<file path="config.mk">
export PLATFORM = sky130hd
export DESIGN_NAME = lzwd_ram
export DESIGN_NICKNAME = d
export VERILOG_FILES = /design/src/rtl/lzwd_ram.sv
export SDC_FILE = /design/constraint.sdc
export NUM_CORES = 1
export LEC_CHECK = 0
export ABC_AREA = 0
export BUFFER_PORTS_ARGS = -buffer_cell sky130_fd_sc_hd__buf_2
export CAP_MARGIN = 20
export CORE_ASPECT_RATIO = 0.7
export CORE_MARGIN = 2
export CORE_UTILIZATION = 52
export DETAILED_ROUTE_END_ITERATION = 16
export PLACE_DENSITY = 0.72
export SYNTH_ARGS = -nofsm -noshare
export SYNTH_HDL_FRONTEND = slang
export SYNTH_SLANG_ARGS = --single-unit
</file>
<file path="constraint.sdc">
create_clock -name clk -period 2 [get_ports clk]
set_input_delay 0.1 -clock clk [delete_from_list [all_inputs] [get_ports clk]]
set_output_delay 0.1 -clock clk [all_outputs]
set_load 0.02 [all_outputs]
</file>
<file path="src/rtl/lzwd_ram.sv">
// Generic single-write, single-read RAM with a registered read port.
// Depends on nothing.
`timescale 1ns / 1ps
`default_nettype none

module lzwd_ram #(
  parameter int WIDTH = 8,
  parameter int DEPTH = 64
) (
  input  wire logic                     clk,
  input  wire logic                     we,
  input  wire logic [$clog2(DEPTH)-1:0] waddr,
  input  wire logic [WIDTH-1:0]         wdata,
  input  wire logic [$clog2(DEPTH)-1:0] raddr,
  output logic      [WIDTH-1:0]         rdata
);

  logic [WIDTH-1:0] mem [DEPTH];

  // Write port.
  always_ff @(posedge clk) begin
    if (we) begin
      mem[waddr] <= wdata;
    end
  end

  // Registered read port; a read of the address being written returns old data.
  always_ff @(posedge clk) begin
    rdata <= mem[raddr];
  end

endmodule

`default_nettype wire

</file>
==> metrics <==
pre-CTS setup slack -105 ps; Setup TNS 0 ps; Cell Area, Placed roughly 22000 sq um; CTS tree yes; EDFF count, synth approximately 510; Die Wd 239 um; CP Class flop to flop; CP Data Required Time 2430 ps; row cnt 60; CP startpoint kind flop; Netlist cell types 40; total overflow reported by the global router 0; Final setup viols 0; CP arrival roughly 2300 ps; layout cells sized above 1 roughly 32%; CP Cell Sequence mux4_2 > mux2_2 > o221a_2 > nor3_1 > o32ai_1; Post-CTS Resized 0; Tot Pwr 21.3 mW; syn_area_per_cell between 20 and 25 sq um; diodes inserted 0; core area 38400 sq um; antenna violations before repair 0; vias in the first global route 9997; status completed; die area 40400 sq um; Worst Skew 8.15 ps; I/O Buffers 29; first-pass GRT wire length 66700 um; CTS Root Cell clkbuf_16; fmax 530 MHz; Mapped Nets 962; latest clock arrival within the worst-skew pair 550 ps; final hold vios 0; pin count of the biggest net entering global routing 65; met2 wire len 20000 um; slew margin rel. ~50%; Crit-path slowest cell mux4_2; asr flop ratio synth 0%; sequential share of the synthesized area between 70% and 80%; peak supply drop 0.000684 V; Crit Path Max Fanout 1; post-layout util 60.8%; Post-Synthesis Cells 940; Max Root-Sink Buffers 3; WL met3 5200 um; Top Ports 30; Routed WL 45100 um; gr usage total 23.0%; layout filler cell count ~2700; H-Tree Depth 2; Final HPWL DP 29100 um; hold crit path type input pin to flop; RSZ-0062 raised after global routing false; Routed met1 length 19100 um; Yosys warnings 0; RePlAce Congestion 0.854; P&R area growth vs syn 15.6%; DR WL/cell ~27 um; fin nets 1132; Die H 169 um; ANT nets after route 0; final worst slack roughly 110 ps; clock-pin slew on the worst setup and hold paths 70 ps; Starting Density 52.6%; via count about 10000; Slew @ Worst Pin 742 ps; CTS sink cnt 520; final max-slew violation count 0; final instance area about 23000 sq um; max-cap violation count 0; # DRC 0; 1st-iter DRT viols 1311; uppermost routed layer met4; period utilisation layout 94.4%; Num CTS Buffers 45; worst hold margin roughly 30 ps; crit path time final 1890 ps; Avg Vias per Cell 6.05; CP Capture Type flop; biggest cell delay along the critical path between 400 and 500 ps; Non-Filler Instances approximately 1700; drt pass-1 iters 7; P per Cell Area 914 nW/um^2; mapped cell area 20200 sq um; synthesized flop and latch total 520; Cells after DPL ~1600; P_leak 7.53 nW; top_reg_cell synth edfxtp_1
[cell type report]
type                       count  area, sq um  area share (%)
clock buffer                  58         1170            5.04
multi-input combinational    369         4320            18.5
clock inverter                18          105           0.451
tap                          527          659            2.83
sequential                   520        15500            66.7
timing repair buffer         174         1520            6.50
[state kept, by name, summed over array words and instances, names as in the netlist]
register  count
mem         512
rdata         8
[logic make-up after synthesis]
kind of cell,Yosys count,share of synthesized area [%]
compound gates,54,2.07
buf+inv,51,1.57
flops,520,77.0
mux,162,15.9
simple gates,153,3.39
[cells in the mapped netlist (3+ instances only)]
master / count / area (sq um)
a211oi_1: 4 / 30.0
nand2b_1: 7 / 43.8
a21oi_1: 3 / 15.0
a22oi_1: 3 / 22.5
buf_6: 4 / 45.0
nor2b_1: 14 / 87.6
mux2i_1: 23 / 230
edfxtp_1: 512 / 15400
clkbuf_1: 17 / 63.8
nor2_1: 83 / 312
o22ai_1: 8 / 50.1
buf_4: 13 / 97.6
nand2_1: 19 / 71.3
buf_2: 11 / 55.1
o221ai_1: 8 / 70.1
buf_1: 4 / 15.0
nand3b_1: 3 / 22.5
a221oi_1: 6 / 52.6
o2111ai_1: 3 / 26.3
dfxtp_1: 8 / 160
mux2_2: 13 / 146
o2bb2ai_1: 3 / 26.3
mux4_2: 126 / 2840
nor3_1: 7 / 35.0
nand3_1: 13 / 65.1
[layer usage]
layer | up-vias | GRT usage [%]
li1 | 4256 | -
met4 | 0 | 5.30
met3 | 61 | 6.77
met1 | 5275 | 35.3
met2 | 484 | 33.1
met5 | - | 0
[path summary, 6_finish.rpt]
| kind | start | to | slack [ps] | cells after the start |
|---|---|---|---|---|
| max reg2reg | mem[21][4] | rdata[4] | 110 | 5 |
| min | wdata[4] | mem[50][4] | 30 | 2 |
| max | mem[21][4] | rdata[4] | 110 | 5 |
| min reg2reg | mem[31][4] | rdata[4] | 820 | 3 |
[what timing repair did]
item | CTS | global route
setup endpoints to repair | 0 | 0
hold buffers | 1 | 1
hold endpoints to repair | 6 | 14
setup buffers | 0 | 0
[report_power, final]
part / internal [mW] / switching (mW) / leakage, nW
clock: 4.25 / 3.67 / 0.623
combinational: 0.545 / 0.736 / 2.23
sequential: 12.1 / 0.0395 / 4.67
[worst max-delay path, delay by kind of cell, from the launching register on]
family,cells,cell delay (ps)
mux,2,760
flops,1,400
compound gates,2,400
simple gates,1,210
[placed cells by master (no fill, tap or decap), drive strengths merged, types with 4 or more instances in the layout]
master	Yosys	routed
clkinv	0	16
nor3	7	7
nand2b	7	7
a221oi	6	6
a211oi	4	4
mux4	126	126
nor2	83	83
o21ai	4	4
o221ai	8	8
o22ai	8	8
dfxtp	8	8
clkbuf	17	59
nand3	13	13
buf	34	171
mux2i	23	23
edfxtp	512	512
mux2	13	13
nor2b	14	14
nand2	19	19
Power figures use the tool's default switching activity.
